<file path="src/rtl/ppp_pkg.sv">
// ----------------------------------------------------------------------------
// ppp_pkg
// Shared widths, register codes and the transaction type that passes from
// the front part of the point projector to its back part.
// ----------------------------------------------------------------------------
`default_nettype none

package ppp_pkg;

  // field widths
  localparam int PtW   = 24;            // point coordinate, Q13.10
  localparam int PoseW = 16;            // pose entry, Q5.10
  localparam int KW    = 21;            // intrinsic entry, Q12.8
  localparam int PixW  = 20;            // pixel output
  localparam int CfgW  = 64;            // config write data
  localparam int IdxW  = 3;             // config register index
  localparam int KRowW = 3 * KW;        // packed intrinsic row

  // internal widths
  localparam int Pr1W = PoseW + PtW;    // pose product
  localparam int Sum1W = Pr1W + 2;      // sum of four pose products
  localparam int CamW = 32;             // camera point, Q.10, |c| <= 2^30
  localparam int Pr2W = KW + CamW;      // intrinsic product
  localparam int HW   = Pr2W + 2;       // image point, sum of three products
  localparam int NW   = HW + 1;         // 2|n| + |d| and 2|d|
  localparam int QW   = PixW;           // quotient bits resolved by the divider
  localparam int RW   = NW + QW + 1;    // partial remainder compare width

  // skid queue between front and back
  localparam int QDepth = 8;
  localparam int QAw    = $clog2(QDepth);
  localparam int CntW   = $clog2(QDepth + 1);

  // saturation limits
  localparam logic [QW-1:0] PixMaxMag = QW'((1 << (PixW - 1)) - 1);
  localparam logic [QW-1:0] PixMinMag = QW'(1 << (PixW - 1));

  // config register codes
  typedef enum logic [IdxW-1:0] {
    CFG_K_ROW_A = 3'd0,
    CFG_K_ROW_B = 3'd1,
    CFG_K_ROW_C = 3'd2,
    CFG_P_ROW_A = 3'd3,
    CFG_P_ROW_B = 3'd4,
    CFG_P_ROW_C = 3'd5
  } cfg_idx_e;

  // reset values: intrinsic identity, pose [I | 0]
  localparam logic [KRowW-1:0] KResetA = KRowW'(256);
  localparam logic [KRowW-1:0] KResetB = KRowW'(256) << KW;
  localparam logic [KRowW-1:0] KResetC = KRowW'(256) << (2 * KW);
  localparam logic [CfgW-1:0]  PResetA = CfgW'(1024);
  localparam logic [CfgW-1:0]  PResetB = CfgW'(1024) << PoseW;
  localparam logic [CfgW-1:0]  PResetC = CfgW'(1024) << (2 * PoseW);

  // homogeneous image point
  typedef struct packed {
    logic signed [HW-1:0] h0;
    logic signed [HW-1:0] h1;
    logic signed [HW-1:0] h2;
  } img_t;

  // queue status toward the back part
  typedef struct packed {
    logic valid;
    img_t item;
  } q_out_t;

endpackage

`default_nettype wire

</file>
<file path="src/rtl/ppp_queue.sv">
// ----------------------------------------------------------------------------
// ppp_queue
// Short fifo of image points between the front and back parts. The front
// reserves space before admitting a point, so a push never finds it full.
// ----------------------------------------------------------------------------
`default_nettype none

module ppp_queue (
  input  wire                clk_i,
  input  wire                rst_ni,
  input  wire                push_i,
  input  ppp_pkg::img_t      item_i,
  input  wire                pop_i,
  output ppp_pkg::q_out_t    q_o
);
  import ppp_pkg::*;

  img_t             mem_q [QDepth];
  logic [QAw-1:0]   wr_q, rd_q;
  logic [CntW-1:0]  cnt_q;

  // pointers and fill count
  always_ff @(posedge clk_i or negedge rst_ni) begin
    if (!rst_ni) begin
      wr_q  <= '0;
      rd_q  <= '0;
      cnt_q <= '0;
    end else begin
      if (push_i) begin
        wr_q <= wr_q + QAw'(1);
      end
      if (pop_i) begin
        rd_q <= rd_q + QAw'(1);
      end
      if (push_i && !pop_i) begin
        cnt_q <= cnt_q + CntW'(1);
      end else if (!push_i && pop_i) begin
        cnt_q <= cnt_q - CntW'(1);
      end
    end
  end

  // storage
  always_ff @(posedge clk_i) begin
    if (push_i) begin
      mem_q[wr_q] <= item_i;
    end
  end

  assign q_o.valid = (cnt_q != '0);
  assign q_o.item  = mem_q[rd_q];

endmodule

`default_nettype wire

</file>
<file path="config.mk">
export PLATFORM = sky130hd
export DESIGN_NAME = ppp_queue
export DESIGN_NICKNAME = d
export VERILOG_FILES = /design/src/rtl/ppp_pkg.sv /design/src/rtl/ppp_queue.sv
export SDC_FILE = /design/constraint.sdc
export NUM_CORES = 1
export LEC_CHECK = 0
export BUFFER_PORTS_ARGS = -buffer_cell sky130_fd_sc_hd__buf_4
export CORE_MARGIN = 2
export CORE_UTILIZATION = 40
export DETAILED_ROUTE_END_ITERATION = 12
export GPL_TIMING_DRIVEN = 0
export HOLD_SLACK_MARGIN = 0.05
export PLACE_DENSITY = 0.68
export SLEW_MARGIN = 30
export SYNTH_ARGS = -nofsm -noshare
export SYNTH_HDL_FRONTEND = slang
export SYNTH_SLANG_ARGS = --single-unit
</file>
<file path="constraint.sdc">
create_clock -name clk_i -period 17.2 [get_ports clk_i]
set_clock_uncertainty 0.15 [all_clocks]
set_input_delay 1.72 -clock clk_i [delete_from_list [all_inputs] [get_ports clk_i]]
set_output_delay 1.72 -clock clk_i [all_outputs]
set_load 0.02 [all_outputs]
</file>
## Yosys cells after proc, flatten, opt, wreduce, memory -nomap -nowiden

Memory sizes are Yosys's and may differ from the RTL's.
Cells that the tools add are included.

| storage, ports and cells | value |
|---|---|
| bits of input ports | 169 |
| bits in writable memories | 1320 |
| logic and storage cells | 18 |
| memories | 1 |
| output and inout bits | 166 |
| flip-flop bits (word level) | 10 |

Memories:

| name | words | bits a word | read ports | clocked after Yosys merged registers in | write ports | RTL line | RTL |
|---|---|---|---|---|---|---|---|
| mem_q | 8 | 165 | 1 | 0 | 1 | ppp_queue.sv:18 | `img_t mem_q [QDepth];` |

| cells by class | value |
|---|---|
| $add $sub $neg | 4 |
| reduce and logical (&&, ||, !) cells | 6 |
| multiplexer cells | 4 |

Operator list:

| operator | count |
|---|---|
| 4-bit 2-to-1 mux | 2 |
| 3-bit by 1-bit adder with 3-bit output, second input constant | 2 |
| 4-bit by 1-bit adder with 4-bit output, second input constant | 1 |
| 4-bit nonzero test | 1 |
| 4-bit by 1-bit subtractor with 4-bit output, second input constant | 1 |
| 1-bit logical AND | 2 |
| 1-bit logical NOT | 2 |
| 1-bit 2-to-1 mux | 2 |
| 2-bit nonzero test | 1 |

## Logic depth before layout (Yosys ltp)

Gate-level depths: netlist of the first run.

| depth | value |
|---|---|
| depth in word-level cells | 4 |
| gate-level depth with buffers | 7 |
| gate-level depth less buffers | 7 |

## Worst setup path after synthesis of the first run

Ideal clock, no wire load.

| timing | value |
|---|---|
| path kind | in2reg |
| from | input port push_i |
| to | memory mem_q[0][0] (netlist name) (enable) |
| library setup time | 0.892 ns |
| data arrival time | 12.934 ns |
| stages | 2 |
| slack | 3.225 ns |
| cells stage by stage | nand2b_1 > nor3_1 |

| between the ends | value |
|---|---|
| cells in the longest elaborated chain, start to end | 2 |

RTL lines:

| item | RTL line | RTL |
|---|---|---|
| start: declaration | ppp_queue.sv:11 | `input wire push_i,` |
| 1-bit 2-to-1 mux | ppp_queue.sv:45 | `if (push_i) begin` |
| 1-bit 2-to-1 mux (implied by the code) | ppp_queue.sv:46 | `mem_q[wr_q] <= item_i;` |
| end: declaration | ppp_queue.sv:18 |  |

No other way between the ends.

==> impl_metrics.env, run 1 <==
export IMPL_htree_levels=4
export IMPL_endpoint_kind="primary output"
export IMPL_grt_pass1_vias=24600
export IMPL_layout_nets=2755
export IMPL_synth_simple_area_share=0.00233
export IMPL_hp_start="cnt_q[2]"
export IMPL_drc=0
export IMPL_ctsHoldBuffers=0
export IMPL_seqPwrFrac=0.380
export IMPL_rrSetupSlack_ps=13790
export IMPL_clkPwrFrac=0.259
export IMPL_status="complete, no violations"
export IMPL_cts_tree="done"
export IMPL_cts_buffers=139
export IMPL_cts_clk_slew_worst_paths_ps=60
export IMPL_rsz0062_at_grt="false"
export IMPL_synth_seq_cells=1330
export IMPL_synth_cell_types=28
export IMPL_rr_worst_depth=9
export IMPL_slew_violations=0
export IMPL_synthAdderAreaFrac=0.00164
export IMPL_routed_wl_mm=118
export IMPL_row_count=130
export IMPL_synth_top_area_cell="edfxtp_1"
export IMPL_io_buffers=334
export IMPL_routabilityCongestion=0.713
export IMPL_synth_compound_area_share=0.000819
export IMPL_setup_viol=0
export IMPL_hold_viol=0
export IMPL_crit_fanout=10
export IMPL_whs_path_depth=2
export IMPL_first_pass_iters=5
export IMPL_dpl_instance_area_um2=57600
export IMPL_synth_area_per_cell_um2=25.6
export IMPL_first_iter_violations=2253
export IMPL_die_h_um=359
export IMPL_post_cts_resized=0
export IMPL_p_leak_nw=20.5
export IMPL_ys_warnings_count=0
export IMPL_dieArea_um2=129000
export IMPL_cts_sinks=1330
export IMPL_cts_root_buffer="clkbuf_16"
export IMPL_p_comb_frac=0.361
export IMPL_area_growth_pct=22.8
export IMPL_syn_num_nets=2141
export IMPL_num_fill_cells=9695
export IMPL_die_w_um=359
export IMPL_powerDensity_nw_per_um2=177
export IMPL_peakVddDrop_uv=132
export IMPL_gr_total_overflow=0
export IMPL_routed_via_density=5.38
export IMPL_fp_coreArea_um2=125000
export IMPL_fmax_mhz=183
export IMPL_post_cts_setup_buffers=0
export IMPL_cp_required_ps=15330
export IMPL_clock_latency_ps=760
export IMPL_layout_common_cells="edfxtp_1, buf_4, mux4_2"
export IMPL_layout_drive_gt1_share=0.423
export IMPL_place_hpwl_mm=78.9
export IMPL_yosys_top_cells_area="edfxtp_1, mux4_2, mux4_1"
export IMPL_max_slew_margin=0.412
export IMPL_layout_commonest_cell="edfxtp_1"
export IMPL_worst_pin_slew_ps=881
export IMPL_netSwitchingPower_mw=3.39
export IMPL_worstPathArrival_ps=3590
export IMPL_fin_area_um2=61900
export IMPL_wire_per_inst_um=27.1
export IMPL_syn_area_um2=50400
export IMPL_layout_setup_ws_ps=11740
export IMPL_layout_min_cycle_time_ps=5460
export IMPL_grt_first_pass_wirelength_mm=170
export IMPL_pre_cts_slack_ps=12350
export IMPL_path_class="reg -> out"
export IMPL_startpoint_type="flip-flop"
export IMPL_ioPinCount=335
export IMPL_clock_path_buffers=3
export IMPL_cap_violations=0
export IMPL_synth_top_family_by_area="multiplexers"
export IMPL_timing_final_crit_share=0.317
export IMPL_rr_startpoint="wr_q[1]"
export IMPL_p_total_mw=10.9
export IMPL_intPower_mw=7.54
export IMPL_synthCells=1966
export IMPL_synth_mux_area_frac=0.191
export IMPL_postRouteAntennaNets=0
export IMPL_timing_rr_end="mem_q[0][92]"
export IMPL_grt_max_degree=18
export IMPL_yosysSeqAreaShare=0.791
export IMPL_hold_end="cnt_q[2]"
export IMPL_switching_share=0.310
export IMPL_min_path_type="reg -> reg"
export IMPL_grt_util_all_layers=0.183
export IMPL_start_util=0.402
export IMPL_netlist_area_leader_share=0.786
export IMPL_via_count=23300
export IMPL_synth_xor_area_share=0.00104
export IMPL_antenna_found_initial=18
-- power by group through the flow --
stage | sequential, mW | combinational (mW) | clock, mW
after global routing | 4.19 | 4.16 | 3.02
after CTS | 4.16 | 4.03 | 2.90
after detailed placement | 4.23 | 4.02 | 0
after global placement | 4.53 | 3.70 | 0
after floorplan | 4.33 | 2.31 | 0
final | 4.16 | 3.94 | 2.83
-- critical path, cell delays in order (launching register included) --
cell	delay, ps
dfrtp_1	340
buf_2	290
buf_2	560
buf_1	700
mux4_2	430
mux2_2	290
buf_4	160
-- metal layers --
metal  up-vias  GRT usage  wire (um)
met5         -          0        147
met4        22     0.0563       2600
met3       171     0.0478       8200
met2       786      0.307      59700
met1     12500      0.234      47000
li1       9851          -          -
-- cell families (layout without fill, tap and decap cells) --
family | after synthesis | in the layout
AO/OA/AOI/OAI | 6 | 6
XOR/XNOR | 6 | 6
adder cells (fa/ha/maj) | 6 | 6
buffers and inverters | 95 | 816
flip-flops | 1330 | 1330
multiplexers | 499 | 499
other | 0 | 5
AND/OR/NAND/NOR | 24 | 24
-- through the flow --
stage          instances   util  hold slack, ps  setup TNS, ps
2_1_floorplan       1966      -             319              0
3_3_place_gp        3950  0.439             364       -4318290
3_5_place_dp        4089  0.459             388              0
4_1_cts             4337  0.494             399              0
5_1_grt             4341  0.494             438              0
6_report            4342  0.494             401              0
-- cell usage after synthesis --
cell type and count:
a21oi_1 2, mux4_1 74, a2111o_1 1, or4_1 2, inv_1 2, ha_1 5, nand2_1 6, nand2b_1 3
mux4_2 256, buf_2 11, clkbuf_1 27, nand3b_1 1, nor2_1 6, nand3_1 2, o211ai_1 2, edfxtp_1 1320
mux2_2 168, buf_1 22, xnor2_1 4, mux2i_1 1, o21ai_0 1, or3_1 1, buf_6 30, buf_8 3
fa_1 1, xor2_1 2, nor3_1 3, dfrtp_1 10
-- worst max-delay path by stage --
stage	startpoint	to	slack (ps)
after global placement	push_i	mem_q[0][112]	-10720
after CTS	rd_q[1]	q_o[55]	11490
final	rd_q[1]	q_o[106]	11740
after global routing	rd_q[1]	q_o[55]	11560
after detailed placement	push_i	mem_q[0][97]	12350
after floorplan	push_i	mem_q[0][0]	3220
-- cell type report --
class	instances	area (um^2)	area share
sequential	1330	39900	0.644
tap	1650	2060	0.0333
clock inverter	71	559	0.00903
clock buffer	177	3750	0.0605
multi-input combinational	541	9960	0.161
antenna	5	12.5	0.000202
buffer	93	627	0.0101
inverter	2	7.51	0.000121
timing repair buffer	473	5050	0.0816
-- state kept, by name, indices dropped and copies added, names as in the netlist --
| name | cells |
|---|---|
| cnt_q | 4 |
| mem_q | 1320 |
| wr_q | 3 |
| rd_q | 3 |
(Power assumes the default switching activity.)
==> inputs of run 2 (changes only) <==
Settings changed: PLACE_DENSITY 0.68 to 0.7.
Clock period 17.2 ns to 4.67 ns, I/O delays scaled along.
==> run 2 against run 1 <==
Non-clock buffer count up 142. Critical path depth stayed put. Flip-flop and latch count unchanged. Register-to-register slack worse by 12000 ps. Routed wire length is 0.54% lower. Final cell count rose by 3.5%. Global-route usage shrank 0.11 points. Setup slack worse by 11000 ps. Cell area rose by 2.9%. Clock power grew to 3.8 times the previous value. Utilization is 1.4 points higher.
==> impl_metrics.env, run 2 (synthesis results as in run 1) <==
export IMPL_routed_wl_mm=117
export IMPL_fin_area_um2=63700
export IMPL_fp_coreArea_um2=125000
export IMPL_cp_required_ps=4050
export IMPL_row_count=130
export IMPL_grt_max_degree=19
export IMPL_post_cts_resized=0
export IMPL_die_w_um=359
export IMPL_layout_common_cells="edfxtp_1, buf_4, mux4_2"
export IMPL_layout_min_cycle_time_ps=4350
export IMPL_dieArea_um2=129000
export IMPL_routed_via_density=5.33
export IMPL_num_fill_cells=9574
export IMPL_cts_buffers=138
export IMPL_fin_setup_tns_ps=0
export IMPL_drc=0
export IMPL_first_iter_violations=2502
export IMPL_dp_cells=4062
export IMPL_cts_sinks=1330
export IMPL_peakVddDrop_uv=481
export IMPL_pre_cts_slack_ps=1010
export IMPL_top_usage_layer="met2"
export IMPL_regMostFlops="mem_q"
export IMPL_met2_usage=0.300
export IMPL_routabilityCongestion=0.716
export IMPL_antenna_found_initial=10
export IMPL_postRouteAntennaNets=0
export IMPL_grt_pass1_vias=25400
export IMPL_max_slew_margin=0.358
export IMPL_grt_util_all_layers=0.182
export IMPL_grt_use_met1=0.241
export IMPL_hp_start="push_i"
export IMPL_powerDensity_nw_per_um2=640
export IMPL_cts_root_buffer="clkbuf_16"
export IMPL_worstPathArrival_ps=3730
export IMPL_io_buffers=334
export IMPL_crit_fanout=10
export IMPL_dpl_instance_area_um2=57500
export IMPL_worstSetupStartpoint="rd_q[1]"
export IMPL_start_util=0.402
export IMPL_cts_clk_slew_worst_paths_ps=60
export IMPL_instances_no_fill=4492
export IMPL_gr_total_overflow=0
export IMPL_layout_nets=2896
export IMPL_reg_largest_list="mem_q (1320), cnt_q (4)"
export IMPL_cap_violations=0
export IMPL_clock_latency_ps=780
export IMPL_grt_first_pass_wirelength_mm=171
export IMPL_slew_violations=0
export IMPL_fmax_mhz=230
export IMPL_rr_startpoint="wr_q[1]"
export IMPL_p_total_mw=40.7
export IMPL_status="complete, no violations"
export IMPL_layout_commonest_cell="edfxtp_1"
export IMPL_use_met3=0.0415
export IMPL_via_count=23900
export IMPL_area_growth_pct=26.3
export IMPL_cts_tree="done"
export IMPL_clock_path_buffers=3
export IMPL_p_leak_nw=21.2
export IMPL_worst_pin_slew_ps=963
export IMPL_min_path_type="in -> reg"
export IMPL_layout_drive_gt1_share=0.395
export IMPL_startpoint_type="flip-flop"
export IMPL_wire_per_inst_um=26.1
export IMPL_largest_register_ffs=1320
export IMPL_first_pass_iters=7
export IMPL_ioPinCount=335
export IMPL_rsz0062_at_grt="false"
export IMPL_setup_viol=0
export IMPL_place_hpwl_mm=76.7
export IMPL_htree_levels=4
export IMPL_die_h_um=359
export IMPL_hold_viol=0
export IMPL_timing_final_crit_share=0.932
export IMPL_endpoint_kind="primary output"
export IMPL_layout_setup_ws_ps=319
export IMPL_path_class="reg -> out"
==> run 2: timing repair <==
| action | CTS | global route |
|---|---|---|
| setup buffers | 0 | 0 |
| endpoints found under the hold margin | 1336 | 0 |
| hold buffers | 169 | 0 |
==> run 2: critical path, stage by stage, from the launching register on <==
cell	delay, ps
dfrtp_1	370
buf_2	290
buf_2	600
buf_1	770
mux4_2	410
mux2_2	310
buf_4	170
==> run 2: layout make-up <==
cell class / count / area (um^2) / share of cell area
antenna: 8 / 20.0 / 0.000314
clock inverter: 91 / 857 / 0.0135
timing repair buffer: 615 / 6620 / 0.104
inverter: 2 / 7.51 / 0.000118
sequential: 1330 / 39900 / 0.626
tap: 1650 / 2060 / 0.0324
buffer: 93 / 626 / 0.00982
clock buffer: 162 / 3630 / 0.0570
multi-input combinational: 541 / 9970 / 0.157
==> run 2: stage by stage <==
stage | utilization | hold WS, ps
2_1_floorplan | - | 21.4
3_3_place_gp | 0.439 | 156
3_5_place_dp | 0.458 | 162
4_1_cts | 0.508 | 222
5_1_grt | 0.508 | 263
6_report | 0.508 | 304
==> run 2: metal layers <==
layer,part of all wire,vias up
li1,-,10100
met1,0.41,12700
met2,0.50,881
met3,0.066,177
met4,0.024,10
met5,0.00050,-
==> run 2: power by group <==
part	total [mW]	switching (mW)	leakage [nW]	internal, mW
clock	10.8	4.53	2.19	6.27
sequential	15.3	0.385	12.1	14.9
combinational	14.6	7.77	6.88	6.86
==> run 2: worst paths after layout <==
check | to | slack [ps] | depth (start not counted)
min in group asynchronous | rd_q[0] | 630 | 3
worst min-delay path | wr_q[0] | 300 | 3
worst min register to register | cnt_q[2] | 400 | 2
max in group asynchronous | cnt_q[1] | 3340 | 3
worst max-delay path | q_o[119] | 320 | 6
worst max register to register | mem_q[2][100] | 1470 | 10
